**src/rtl/core/dtaq_pkg.sv**
```systemverilog
`timescale 1ns / 1ps
// ----------------------------------------------------------------------------
// dtaq_pkg: shared types and constants of the dual threshold alarm qualifier
// Item layouts, event and alert codes, register map and queue depths.
// ----------------------------------------------------------------------------
package dtaq_pkg;

  // Channels that have registers and an event field in the result.
  localparam int unsigned MAX_CH = 2;

  localparam int unsigned VALUE_W  = 16;
  localparam int unsigned TIME_W   = 48;
  localparam int unsigned PERIOD_W = 32;
  localparam int unsigned DATA_W   = 32;
  localparam int unsigned ADDR_W   = 5;

  localparam int unsigned MID_DEPTH = 2;
  localparam int unsigned OUT_DEPTH = 2;

  localparam logic [2:0] REG_THRESHOLD_ONE     = 3'd0;
  localparam logic [2:0] REG_THRESHOLD_TWO     = 3'd1;
  localparam logic [2:0] REG_QUALIFY_DELAY_ONE = 3'd2;
  localparam logic [2:0] REG_QUALIFY_DELAY_TWO = 3'd3;
  localparam logic [2:0] REG_REMINDER_PERIOD   = 3'd4;
  localparam logic [2:0] REG_REPORT_ENABLE_ONE = 3'd5;
  localparam logic [2:0] REG_REPORT_ENABLE_TWO = 3'd6;

  localparam logic [VALUE_W-1:0]  THRESHOLD_RESET = 16'hFFFF;
  localparam logic [PERIOD_W-1:0] REMINDER_RESET  = 32'd60000;

  typedef enum logic [1:0] {
    EV_NONE     = 2'd0,
    EV_START    = 2'd1,
    EV_CONTINUE = 2'd2,
    EV_END      = 2'd3
  } event_t;

  typedef enum logic [1:0] {
    LVL_OK       = 2'd0,
    LVL_ELEVATED = 2'd1,
    LVL_DANGER   = 2'd2
  } level_t;

  typedef struct packed {
    logic [VALUE_W-1:0] sample_value;
    logic [TIME_W-1:0]  time_ms;
    logic               sample_ok;
  } sample_t;

  typedef struct packed {
    level_t             alert_level;
    event_t             event_one_kind;
    event_t             event_two_kind;
    logic [VALUE_W-1:0] event_value;
  } result_t;

  // A classified item on its way from the front to the back.
  typedef struct packed {
    logic [VALUE_W-1:0] sample_value;
    logic [TIME_W-1:0]  time_ms;
    logic [MAX_CH-1:0]  above;
  } work_t;

  typedef struct packed {
    logic [MAX_CH-1:0][VALUE_W-1:0]  threshold;
    logic [MAX_CH-1:0][PERIOD_W-1:0] qualify_delay;
    logic [PERIOD_W-1:0]             reminder_period;
    logic [MAX_CH-1:0]               report_enable;
  } cfg_t;

endpackage

```
**src/rtl/core/dtaq_fifo.sv**
```systemverilog
`timescale 1ns / 1ps
// ----------------------------------------------------------------------------
// dtaq_fifo: small synchronous queue
// Register-based first-in first-out buffer; the head is shown while not empty.
// ----------------------------------------------------------------------------
module dtaq_fifo #(
  parameter int unsigned WIDTH = 8,
  parameter int unsigned DEPTH = 2
) (
  input  logic             clk,
  input  logic             rst,
  input  logic             push,
  input  logic [WIDTH-1:0] wdata,
  output logic             full,
  input  logic             pop,
  output logic [WIDTH-1:0] rdata,
  output logic             empty
);

  localparam int unsigned PTR_W = (DEPTH > 1) ? $clog2(DEPTH) : 1;
  localparam int unsigned CNT_W = $clog2(DEPTH + 1);

  logic [WIDTH-1:0] slots [DEPTH];
  logic [PTR_W-1:0] wr_ptr;
  logic [PTR_W-1:0] rd_ptr;
  logic [CNT_W-1:0] count;
  logic             do_push;
  logic             do_pop;

  assign full    = (count == CNT_W'(DEPTH));
  assign empty   = (count == '0);
  assign do_push = push && !full;
  assign do_pop  = pop && !empty;
  assign rdata   = slots[rd_ptr];

  always_ff @(posedge clk) begin
    if (rst) begin
      wr_ptr <= '0;
      rd_ptr <= '0;
      count  <= '0;
    end else begin
      if (do_push) begin
        wr_ptr <= (wr_ptr == PTR_W'(DEPTH - 1)) ? '0 : wr_ptr + PTR_W'(1);
      end
      if (do_pop) begin
        rd_ptr <= (rd_ptr == PTR_W'(DEPTH - 1)) ? '0 : rd_ptr + PTR_W'(1);
      end
      case ({do_push, do_pop})
        2'b10:   count <= count + CNT_W'(1);
        2'b01:   count <= count - CNT_W'(1);
        default: count <= count;
      endcase
    end
  end

  always_ff @(posedge clk) begin
    if (do_push) begin
      slots[wr_ptr] <= wdata;
    end
  end

endmodule

```
**src/rtl/core/dtaq_regs.sv**
```systemverilog
`timescale 1ns / 1ps
// ----------------------------------------------------------------------------
// dtaq_regs: configuration register file
// APB-style slave holding thresholds, delays, reminder period and enables.
// ----------------------------------------------------------------------------
module dtaq_regs (
  input  logic                          clk,
  input  logic                          rst,
  input  logic                          psel,
  input  logic                          penable,
  input  logic                          pwrite,
  input  logic [dtaq_pkg::ADDR_W-1:0]   paddr,
  input  logic [dtaq_pkg::DATA_W-1:0]   pwdata,
  output logic [dtaq_pkg::DATA_W-1:0]   prdata,
  output logic                          pready,
  output dtaq_pkg::cfg_t                cfg
);

  dtaq_pkg::cfg_t regs;
  logic           wr_en;
  logic [2:0]     reg_idx;

  assign pready  = 1'b1;
  assign wr_en   = psel && penable && pwrite;
  assign reg_idx = paddr[dtaq_pkg::ADDR_W-1:2];
  assign cfg     = regs;

  always_ff @(posedge clk) begin
    if (rst) begin
      regs.threshold[0]     <= dtaq_pkg::THRESHOLD_RESET;
      regs.threshold[1]     <= dtaq_pkg::THRESHOLD_RESET;
      regs.qualify_delay[0] <= '0;
      regs.qualify_delay[1] <= '0;
      regs.reminder_period  <= dtaq_pkg::REMINDER_RESET;
      regs.report_enable    <= '0;
    end else if (wr_en) begin
      case (reg_idx)
        dtaq_pkg::REG_THRESHOLD_ONE:     regs.threshold[0]     <= pwdata[15:0];
        dtaq_pkg::REG_THRESHOLD_TWO:     regs.threshold[1]     <= pwdata[15:0];
        dtaq_pkg::REG_QUALIFY_DELAY_ONE: regs.qualify_delay[0] <= pwdata;
        dtaq_pkg::REG_QUALIFY_DELAY_TWO: regs.qualify_delay[1] <= pwdata;
        dtaq_pkg::REG_REMINDER_PERIOD:   regs.reminder_period  <= pwdata;
        dtaq_pkg::REG_REPORT_ENABLE_ONE: regs.report_enable[0] <= pwdata[0];
        dtaq_pkg::REG_REPORT_ENABLE_TWO: regs.report_enable[1] <= pwdata[0];
        default: ;
      endcase
    end
  end

  always_comb begin
    case (reg_idx)
      dtaq_pkg::REG_THRESHOLD_ONE:     prdata = {16'd0, regs.threshold[0]};
      dtaq_pkg::REG_THRESHOLD_TWO:     prdata = {16'd0, regs.threshold[1]};
      dtaq_pkg::REG_QUALIFY_DELAY_ONE: prdata = regs.qualify_delay[0];
      dtaq_pkg::REG_QUALIFY_DELAY_TWO: prdata = regs.qualify_delay[1];
      dtaq_pkg::REG_REMINDER_PERIOD:   prdata = regs.reminder_period;
      dtaq_pkg::REG_REPORT_ENABLE_ONE: prdata = {31'd0, regs.report_enable[0]};
      dtaq_pkg::REG_REPORT_ENABLE_TWO: prdata = {31'd0, regs.report_enable[1]};
      default:                         prdata = '0;
    endcase
  end

endmodule

```
**src/rtl/core/dtaq_front.sv**
```systemverilog
`timescale 1ns / 1ps
// ----------------------------------------------------------------------------
// dtaq_front: sample intake and classification
// Drops invalid samples and compares valid ones against each threshold.
// ----------------------------------------------------------------------------
module dtaq_front #(
  parameter int unsigned NUM_ACT = 2
) (
  input  logic              push,
  input  dtaq_pkg::sample_t sample,
  output logic              full,
  input  dtaq_pkg::cfg_t    cfg,
  input  logic              q_full,
  output logic              q_push,
  output dtaq_pkg::work_t   q_data
);

  assign full   = q_full;
  // An invalid sample is still taken from the channel, it simply goes no further.
  assign q_push = push && !q_full && sample.sample_ok;

  always_comb begin
    q_data.sample_value = sample.sample_value;
    q_data.time_ms      = sample.time_ms;
    for (int c = 0; c < dtaq_pkg::MAX_CH; c++) begin
      q_data.above[c] = (c < NUM_ACT) && (sample.sample_value > cfg.threshold[c]);
    end
  end

endmodule

```
**src/rtl/core/dtaq_back.sv**
```systemverilog
`timescale 1ns / 1ps
// ----------------------------------------------------------------------------
// dtaq_back: per-channel alarm state and result assembly
// Runs the delay, crossing and reminder logic and forms one result per item.
// ----------------------------------------------------------------------------
module dtaq_back #(
  parameter int unsigned NUM_ACT = 2
) (
  input  logic              clk,
  input  logic              rst,
  input  dtaq_pkg::cfg_t    cfg,
  input  logic              q_empty,
  input  dtaq_pkg::work_t   q_data,
  output logic              q_pop,
  input  logic              out_full,
  output logic              out_push,
  output dtaq_pkg::result_t out_data
);

  localparam int unsigned SUM_W = dtaq_pkg::TIME_W + 1;

  logic [dtaq_pkg::MAX_CH-1:0]                      crossed;
  logic [dtaq_pkg::MAX_CH-1:0]                      crossed_next;
  logic [dtaq_pkg::MAX_CH-1:0]                      running;
  logic [dtaq_pkg::MAX_CH-1:0]                      running_next;
  logic [dtaq_pkg::MAX_CH-1:0][dtaq_pkg::TIME_W-1:0] dstart;
  logic [dtaq_pkg::MAX_CH-1:0][dtaq_pkg::TIME_W-1:0] dstart_next;
  logic [dtaq_pkg::MAX_CH-1:0][dtaq_pkg::TIME_W-1:0] lastrem;
  logic [dtaq_pkg::MAX_CH-1:0][dtaq_pkg::TIME_W-1:0] lastrem_next;
  logic [dtaq_pkg::MAX_CH-1:0][SUM_W-1:0]            delay_sum;
  logic [dtaq_pkg::MAX_CH-1:0][SUM_W-1:0]            remind_sum;
  logic [dtaq_pkg::MAX_CH-1:0]                      has_delay;
  logic [dtaq_pkg::MAX_CH-1:0]                      act;
  dtaq_pkg::event_t                                 ev [dtaq_pkg::MAX_CH];
  logic [SUM_W-1:0]                                 t_ext;
  logic                                             go;

  assign go       = !q_empty && !out_full;
  assign q_pop    = go;
  assign out_push = go;
  assign t_ext    = {1'b0, q_data.time_ms};

  // Sums are one bit wider than a timestamp so they never wrap.
  always_comb begin
    for (int c = 0; c < dtaq_pkg::MAX_CH; c++) begin
      delay_sum[c]  = {1'b0, dstart[c]} + SUM_W'(cfg.qualify_delay[c]);
      remind_sum[c] = {1'b0, lastrem[c]} + SUM_W'(cfg.reminder_period);
      has_delay[c]  = (cfg.qualify_delay[c] != '0);
    end
  end

  always_comb begin
    for (int c = 0; c < dtaq_pkg::MAX_CH; c++) begin
      ev[c]           = dtaq_pkg::EV_NONE;
      act[c]          = 1'b0;
      crossed_next[c] = crossed[c];
      running_next[c] = running[c];
      dstart_next[c]  = dstart[c];
      lastrem_next[c] = lastrem[c];
      if (c < NUM_ACT) begin
        if (q_data.above[c]) begin
          if (has_delay[c] && !running[c]) begin
            running_next[c] = 1'b1;
            dstart_next[c]  = q_data.time_ms;
          end else if (!(has_delay[c] && (delay_sum[c] > t_ext))) begin
            act[c]          = 1'b1;
            crossed_next[c] = 1'b1;
            if (!crossed[c]) begin
              ev[c]           = dtaq_pkg::EV_START;
              lastrem_next[c] = q_data.time_ms;
            end else if (remind_sum[c] < t_ext) begin
              ev[c]           = dtaq_pkg::EV_CONTINUE;
              lastrem_next[c] = q_data.time_ms;
            end
          end
        end else begin
          running_next[c] = 1'b0;
          if (crossed[c]) begin
            ev[c]           = dtaq_pkg::EV_END;
            crossed_next[c] = 1'b0;
          end
        end
      end
    end
  end

  always_comb begin
    // Channel two outranks channel one.
    if (act[1]) begin
      out_data.alert_level = dtaq_pkg::LVL_DANGER;
    end else if (act[0]) begin
      out_data.alert_level = dtaq_pkg::LVL_ELEVATED;
    end else begin
      out_data.alert_level = dtaq_pkg::LVL_OK;
    end
    out_data.event_one_kind = cfg.report_enable[0] ? ev[0] : dtaq_pkg::EV_NONE;
    out_data.event_two_kind = cfg.report_enable[1] ? ev[1] : dtaq_pkg::EV_NONE;
    out_data.event_value    = q_data.sample_value;
  end

  always_ff @(posedge clk) begin
    if (rst) begin
      crossed <= '0;
      running <= '0;
    end else if (go) begin
      crossed <= crossed_next;
      running <= running_next;
    end
  end

  always_ff @(posedge clk) begin
    if (go) begin
      dstart  <= dstart_next;
      lastrem <= lastrem_next;
    end
  end

  a_start_sets_crossed: assert property (@(posedge clk) disable iff (rst)
    (out_push && out_data.event_one_kind == dtaq_pkg::EV_START) |=> crossed[0])
    else $error("start event on channel one did not leave it crossed");

  a_end_clears_crossed: assert property (@(posedge clk) disable iff (rst)
    (out_push && out_data.event_two_kind == dtaq_pkg::EV_END) |=> !crossed[1])
    else $error("end event on channel two left it crossed");

  a_danger_means_crossed: assert property (@(posedge clk) disable iff (rst)
    (out_push && out_data.alert_level == dtaq_pkg::LVL_DANGER) |=> crossed[1])
    else $error("danger level without channel two crossed");

  a_cross_only_on_item: assert property (@(posedge clk) disable iff (rst)
    $rose(crossed[0]) |-> $past(out_push))
    else $error("channel one crossed without an item");

endmodule

```
**src/rtl/core/dual_threshold_alarm_qualifier.sv**
```systemverilog
`timescale 1ns / 1ps
// ----------------------------------------------------------------------------
// dual_threshold_alarm_qualifier: two-channel sensor alarm with delay
// Qualifies samples against two thresholds and reports start, continue and
// end events together with an alert level.
// ----------------------------------------------------------------------------
//  Channel   Direction  Handshake                 Payload
//  sample    in         push / full               sample_t
//  result    out        pop / empty               result_t
//  config    in/out     psel, penable, pwrite     paddr, pwdata, prdata
//
//  One item per cycle sustained while the result queue is not full; a result
//  passes through the front queue, then the back part into the result queue,
//  where it is shown and can be popped.
//  The per-channel state update in the back part sets that rate: each item
//  reads the state left by the one before it.
//  Reset clears channel state and sets the registers to their defaults.
//  With pop held low, up to four items wait in the two queues before full.
// ----------------------------------------------------------------------------
module dual_threshold_alarm_qualifier #(
  parameter int unsigned NUM_CHANNELS = 2
) (
  input  logic                        clk,
  input  logic                        rst,
  input  logic                        push,
  input  dtaq_pkg::sample_t           sample,
  output logic                        full,
  input  logic                        pop,
  output dtaq_pkg::result_t           result,
  output logic                        empty,
  input  logic                        psel,
  input  logic                        penable,
  input  logic                        pwrite,
  input  logic [dtaq_pkg::ADDR_W-1:0] paddr,
  input  logic [dtaq_pkg::DATA_W-1:0] pwdata,
  output logic [dtaq_pkg::DATA_W-1:0] prdata,
  output logic                        pready
);

  localparam int unsigned NUM_ACT =
    (NUM_CHANNELS < dtaq_pkg::MAX_CH) ? NUM_CHANNELS : dtaq_pkg::MAX_CH;
  localparam int unsigned WORK_W = $bits(dtaq_pkg::work_t);
  localparam int unsigned RES_W  = $bits(dtaq_pkg::result_t);

  dtaq_pkg::cfg_t    cfg;
  logic              mid_push;
  logic              mid_full;
  logic              mid_pop;
  logic              mid_empty;
  dtaq_pkg::work_t   mid_wdata;
  logic [WORK_W-1:0] mid_rdata;
  logic              out_push;
  logic              out_full;
  dtaq_pkg::result_t out_wdata;
  logic [RES_W-1:0]  out_rdata;

  dtaq_regs u_regs (
    .clk     (clk),
    .rst     (rst),
    .psel    (psel),
    .penable (penable),
    .pwrite  (pwrite),
    .paddr   (paddr),
    .pwdata  (pwdata),
    .prdata  (prdata),
    .pready  (pready),
    .cfg     (cfg)
  );

  dtaq_front #(
    .NUM_ACT (NUM_ACT)
  ) u_front (
    .push   (push),
    .sample (sample),
    .full   (full),
    .cfg    (cfg),
    .q_full (mid_full),
    .q_push (mid_push),
    .q_data (mid_wdata)
  );

  dtaq_fifo #(
    .WIDTH (WORK_W),
    .DEPTH (dtaq_pkg::MID_DEPTH)
  ) u_mid_q (
    .clk   (clk),
    .rst   (rst),
    .push  (mid_push),
    .wdata (mid_wdata),
    .full  (mid_full),
    .pop   (mid_pop),
    .rdata (mid_rdata),
    .empty (mid_empty)
  );

  dtaq_back #(
    .NUM_ACT (NUM_ACT)
  ) u_back (
    .clk      (clk),
    .rst      (rst),
    .cfg      (cfg),
    .q_empty  (mid_empty),
    .q_data   (dtaq_pkg::work_t'(mid_rdata)),
    .q_pop    (mid_pop),
    .out_full (out_full),
    .out_push (out_push),
    .out_data (out_wdata)
  );

  dtaq_fifo #(
    .WIDTH (RES_W),
    .DEPTH (dtaq_pkg::OUT_DEPTH)
  ) u_out_q (
    .clk   (clk),
    .rst   (rst),
    .push  (out_push),
    .wdata (out_wdata),
    .full  (out_full),
    .pop   (pop),
    .rdata (out_rdata),
    .empty (empty)
  );

  assign result = dtaq_pkg::result_t'(out_rdata);

endmodule
```
**config.mk**
```make
export PLATFORM = sky130hd
export DESIGN_NAME = dual_threshold_alarm_qualifier
export DESIGN_NICKNAME = d
export VERILOG_FILES = /design/src/rtl/core/dtaq_pkg.sv /design/src/rtl/core/dtaq_fifo.sv /design/src/rtl/core/dtaq_regs.sv /design/src/rtl/core/dtaq_front.sv /design/src/rtl/core/dtaq_back.sv /design/src/rtl/core/dual_threshold_alarm_qualifier.sv
export SDC_FILE = /design/constraint.sdc
export NUM_CORES = 1
export LEC_CHECK = 0
export BUFFER_PORTS_ARGS = -buffer_cell sky130_fd_sc_hd__clkbuf_2
export CORE_ASPECT_RATIO = 0.5
export CORE_UTILIZATION = 62
export DETAILED_ROUTE_END_ITERATION = 12
export PLACE_DENSITY = 0.79
export SYNTH_ARGS = -nofsm -noshare
export SYNTH_HDL_FRONTEND = slang
export SYNTH_SLANG_ARGS = --single-unit
export TNS_END_PERCENT = 30
```
**constraint.sdc**
```tcl
create_clock -name clk -period 11.02 [get_ports clk]
set_input_delay 1.653 -clock clk [delete_from_list [all_inputs] [get_ports clk]]
set_output_delay 1.653 -clock clk [all_outputs]
set_load 0.05 [all_outputs]
```
==> metrics, run 1 <==
Placer Congestion=0.967; Seq/Total Area, Yosys=45.0%; Post-synth EDFFs=368; pin count of the biggest net entering global routing=81; row cnt=57; Power per Cell Area=181 nW/µm²; Post-Syn Area=31000 µm²; outcome=finished clean; R2R Setup Slk=2.93 ns; critical path data arrival time=8.32 ns; Max Buffers Root-to-Sink=3; number of max-cap violations=0; design area=34100 µm²; WL final=84.1 mm; Mapped Nets=3456; Crit Path Category=reg -> reg; DR WL/cell=21.9 µm; H-tree levels=2; Die Width=318 µm; Distinct cells, synth=78; Highest Clock Rate=0.124 GHz; share of post-route cells with drive strength above 1=10.9%; Root Buffer=clkbuf_16; final clock skew=0.0353 ns; final core occ=69.8%; Congestion Overflow GR=0; Clock power frac=27.5%; Fin Setup TNS=0 ns; area grow syn2layout=10.2%; Starting Density=63.4%; Total GRT Usage=32.5%; Slew Limit Fails=0; I/O Pins=166; I/O Buffers=162; crit path max fanout=48; P_int=4000 µW; Commonest cells post-synth=368 x edfxtp_1, 352 x ha_1, 350 x nand2_1; YS warnings=0; crit path time final=8.09 ns; CTS Buf Count=46; syn_area_per_cell=10.4 µm²; Antenna Nets Post-Route=0; top-area cell type share of the netlist area=35.7%; CTS clk-pin slew, worst paths=0.07 ns; post-DP HPWL=63.8 mm; Flop pwr share=40.4%; # clock sinks=512; Skew-Pair Late Insertion Delay=0.60 ns; vias in the first global route=23000; worst slew pin tran=1.37 ns; Comb pwr share=32.1%; TritonCTS clock tree=yes; Residual DRC=0; Max VDD drop=0.154 mV; Crit. End Element=flop; Sw Share=35.2%; core footprint=48900 µm²; Post-CTS Hold Fix Bufs=0; Post-synth ARST share=0%; ranking of synthesized cells by area=edfxtp_1 36%, ha_1 14%, dfxtp_1 9.3%, a21oi_1 4.5%, nand2_1 4.2%; mean number of vias per cell=6.30; cell taking the most area after synthesis=edfxtp_1; worst hold margin=0.506 ns; # diodes=0; Sw Pwr=2170 µW; CP required=11.25 ns; Final Setup Violations=0; die area=50900 µm²; Fillers=3642; commonest register cell after synthesis=edfxtp_1; die span in y=160 µm; Hold Crit Class=reg -> reg; Tcrit/Tclk final=73.4%; FF+latch count, synth=512; DRT iter0 DRCs=2626; count leader, synth=edfxtp_1; crit start category=flop; DRT Pass-1 Iters=6; RSZ-0062 raised after global routing=false; initial antenna violation count=3; # nets final=3613; Post-CTS Resized=0; placed inst area=32600 µm²; Final Hold Fails=0; synthesized netlist cell count=2991; Relative slew margins=5.97%; vias=24100; postcts setup bufs=0; LEAKAGE=0.0141 µW; first-pass GRT wire length=129 mm
==> layout by cell type (no fill, tap or decap), types with 27 or more instances in the layout <==
| cell | instances |
|---|---|
| nor4_1 | 29 |
| mux2_2 | 39 |
| nand4_1 | 66 |
| and3_1 | 32 |
| o21ai_0 | 142 |
| ha_1 | 352 |
| clkbuf_2 | 161 |
| a211oi_1 | 35 |
| a21o_1 | 79 |
| clkbuf_16 | 46 |
| nand3_1 | 58 |
| o21a_1 | 34 |
| xor2_1 | 76 |
| xnor2_1 | 100 |
| dfxtp_1 | 143 |
| inv_1 | 144 |
| nor2_1 | 153 |
| a211o_1 | 36 |
| nor2b_1 | 27 |
| edfxtp_1 | 368 |
| a21oi_1 | 276 |
| nand2_1 | 350 |
| buf_4 | 29 |
| mux2i_1 | 70 |
| nor3_1 | 42 |
==> path summary, 6_finish.rpt <==
kind / startpoint / end / cells after the start
worst max-delay path: u_regs.cfg[3] / u_back.lastrem[38] / 22
worst min-delay path: u_regs.cfg[66] / u_regs.cfg[66] / 2
worst max register to register: u_regs.cfg[3] / u_back.lastrem[38] / 22
worst min register to register: u_regs.cfg[66] / u_regs.cfg[66] / 2
==> sequential cells by signal (all words and copies together), names as in the netlist, named ones only <==
register / count
u_back.lastrem: 96
u_mid_q.rd_ptr: 1
u_out_q.count: 2
u_mid_q.wr_ptr: 1
u_mid_q.count: 2
u_back.running: 2
u_out_q.slots: 44
u_out_q.wr_ptr: 1
u_mid_q.slots: 132
u_out_q.rd_ptr: 1
u_back.dstart: 96
u_regs.cfg: 130
u_back.crossed: 2
==> per-stage QoR <==
stage               worst slack (ns)  power [µW]  cells
floorplan                       2.40        3900   2991
global placement                3.30        4400   3749
detailed placement              3.20        4470   3749
CTS                             3.16        6160   3832
global route                    2.81        6460   3832
finish                          2.93        6180   3832
==> power by group through the flow <==
stage	Clock [µW]	Combinational, µW	Sequential, µW
floorplan	0	1400	2500
global placement	0	1870	2520
detailed placement	0	1940	2540
CTS	1710	1960	2490
global route	1790	2160	2510
finish	1700	1980	2500
==> logic make-up (layout without fill, tap and decap cells) <==
logic type	after synthesis	after routing	share of synthesized area, %
other	1	1	0.0121
AOI/OAI and AO/OA	749	749	15.3
buffers and inverters	226	418	2.77
muxes	125	125	4.84
and+or+nand+nor	846	846	12.7
adders and majority gates	356	356	14.5
xor gates and xnor gates	176	176	4.97
DFF	512	512	45.0
==> layer usage <==
layer  vias up  global-route usage [%]  share of wire, %
li1      11500                       -                 -
met1     11600                    45.2                44
met2       948                    51.6                45
met3       172                    5.66               7.8
met4         4                    10.7               3.3
met5         -                       0             0.017
==> layout make-up <==
type                            instances  area, µm²  area share [%]
Clock inverter                         33        378            1.11
Tap cell                              649        812            2.38
Multi-Input combinational cell       2253      16300            47.7
Timing Repair Buffer                  190       1020            3.00
Inverter                              145        544            1.59
Sequential cell                       512      13900            40.8
Clock buffer                           50       1170            3.41
==> worst max-delay path: stages, from the launching register on <==
cell and delay [ns]:
dfxtp_1 0.48, ha_1 0.30, a211oi_1 0.27, nor2_1 0.15, o211ai_1 0.49, a211oi_1 0.27
o41ai_2 0.60, nand2_1 0.10, a21bo_2 0.24, mux2i_1 0.11, or4_1 0.52, ha_1 0.31
nand4_1 0.17, nor4_1 0.95, nand4_1 0.22, a221oi_1 0.94, o21ai_0 0.37, a211oi_1 0.35
a211oi_1 0.08, o41ai_1 0.09, buf_4 0.24, a211oi_4 0.06, buf_4 0.34
No activity file was read; power rests on OpenSTA's default activity.
==> run 2, diff against run 1 <==
==> constraint.sdc (replaced) <==
create_clock -name clk -period 8.1 [get_ports clk]
set_input_delay 1.215 -clock clk [delete_from_list [all_inputs] [get_ports clk]]
set_output_delay 1.215 -clock clk [all_outputs]
set_load 0.05 [all_outputs]
==> run 2 against run 1 <==
Against the previous run: sequential power is 37% higher; wire length is 1.7% higher; first-iteration DRC count is 16% higher; final area hardly changed; sequential share of layout area hardly changed; utilization hardly changed; hold slack worse by 0.0044 ns; sequential cell count stayed put; die area stayed put; highest routed layer unchanged.
==> metrics, run 2 (synthesized netlist as in run 1, its figures left out) <==
CTS clk-pin slew, worst paths=0.07 ns (about the same); Max Buffers Root-to-Sink=3 (unchanged); row cnt=57 (unchanged); DR WL/cell=22.3 µm (+1.5%); initial antenna violation count=3 (unchanged); number of max-cap violations=0 (unchanged); final std cells w/o fill=3840 (+0.21%); die area=50900 µm² (unchanged); first-pass GRT wire length=130 mm (+1.2%); final clock skew=0.0338 ns (-0.00142 ns); Congestion Overflow GR=0 (unchanged); WL final=85.5 mm (+1.7%); Placer Congestion=0.965 (-0.21%); Slew Limit Fails=0 (unchanged); Antenna Nets Post-Route=0 (unchanged); die span in y=160 µm (unchanged); core footprint=48900 µm² (unchanged); # nets final=3616 (+0.083%); area grow syn2layout=10.2% (about the same); mean number of vias per cell=6.35 (+0.75%); Crit. End Element=flop; outcome=finished clean; RSZ-0062 raised after global routing=false; worst hold margin=0.501 ns (-0.00437 ns); Largest register FFs=132 (unchanged); H-tree levels=2 (unchanged); Fin Setup TNS=0 ns (unchanged); TritonCTS clock tree=yes; critical path data arrival time=7.62 ns (-0.70 ns); I/O Buffers=162 (unchanged); Tcrit/Tclk final=90.2% (+17 points); post-DP HPWL=64.5 mm (+1.1%); GR peak layer=met2; commonest non-fill, non-tap cell in the layout=edfxtp_1; worst slew pin tran=1.30 ns (-0.0729 ns); CP required=8.41 ns (-2.84 ns); M1 GR Usage=45.6% (+0.43 points); Post-CTS Resized=0 (unchanged); vias=24400 (+0.96%); Crit Path Category=reg -> reg; final core occ=69.8% (about the same); crit path max fanout=48 (unchanged); DRT iter0 DRCs=3053 (+16%); # clock sinks=512 (unchanged); crit path time final=7.31 ns (-0.779 ns); Max VDD drop=0.273 mV (+77%); vias in the first global route=23300 (+1.3%); crit start category=flop; LEAKAGE=0.0141 µW (about the same); placed inst area=32700 µm² (+0.16%); Post-CTS Hold Fix Bufs=0 (unchanged); Relative slew margins=11.0% (+5.0 points); Root Buffer=clkbuf_16; pin count of the biggest net entering global routing=81 (unchanged); Final Setup Violations=0 (unchanged); design area=34200 µm² (about the same); postcts setup bufs=0 (unchanged); met3 usage in global routing=5.59% (-0.063 points); CTS Buf Count=47 (+2.2%); Residual DRC=0 (unchanged); Starting Density=63.4% (unchanged); Die Width=318 µm (unchanged); most frequent cells in the layout=368 x edfxtp_1, 352 x ha_1, 350 x nand2_1; I/O Pins=166 (unchanged); DRT Pass-1 Iters=6 (unchanged); share of post-route cells with drive strength above 1=10.9% (-0.055 points); Highest Clock Rate=0.137 GHz (+11%); Inst Count DP=3751 (+0.053%); Skew-Pair Late Insertion Delay=0.61 ns (about the same); met2 Resource Use GR=52.5% (+0.86 points); Largest Register=u_mid_q.slots; Final Hold Fails=0 (unchanged); Power per Cell Area=244 nW/µm² (+35%); Total GRT Usage=33.0% (+0.54 points); Hold Crit Class=reg -> reg
==> run 2: stage by stage <==
stage	power, µW	setup WS (ns)
final	8340	0.791
after global routing	8710	0.453
after CTS	8310	0.951
after detailed placement	6110	1.02
after global placement	5990	1.21
after floorplan	5300	-0.167
==> run 2: cell type report <==
class	instances	area [µm²]
clock buffer	67	1340
multi-input combinational	2253	16300
fill	3632	14800
antenna	1	2.50
timing repair buffer	192	1060
tap	649	812
inverter	145	544
clock inverter	21	154
sequential	512	13900
==> run 2: where the power goes <==
part	switching, µW	internal (µW)	leakage [µW]
logic	1750	939	0.00885
registers	180	3240	0.00453
clock network	1030	1190	0.000730
==> run 2: critical path, cell delays in order, from the launching register on <==
cell and delay [ns]:
dfxtp_1 0.45, ha_1 0.29, a211oi_1 0.26, nor2_1 0.14, o211ai_1 0.50, a211oi_1 0.28, o41ai_2 0.60, nand2_1 0.11
a21bo_2 0.24, mux2i_1 0.11, or4_1 0.52, ha_1 0.32, nand4_1 0.21, nor4_1 0.93, nand4_1 0.23, a221oi_1 0.26
buf_4 0.21, o21ai_0 0.22, a211oi_1 0.34, a211oi_1 0.10, o41ai_1 0.10, buf_4 0.24, a211oi_4 0.08, buf_12 0.24
==> run 2: final timing paths <==
kind	slack, ns	depth (start not counted)	startpoint	to
min	0.50	2	u_regs.cfg[72]	u_regs.cfg[72]
max reg2reg	0.79	23	u_regs.cfg[3]	u_back.lastrem[38]
min reg2reg	0.50	2	u_regs.cfg[72]	u_regs.cfg[72]
max	0.79	23	u_regs.cfg[3]	u_back.lastrem[38]
==> run 2: routing by layer <==
metal / vias up / wire length (µm)
li1: 11500 / -
met1: 11600 / 36400
met2: 1101 / 38300
met3: 180 / 7740
met4: 2 / 3100
met5: - / 13
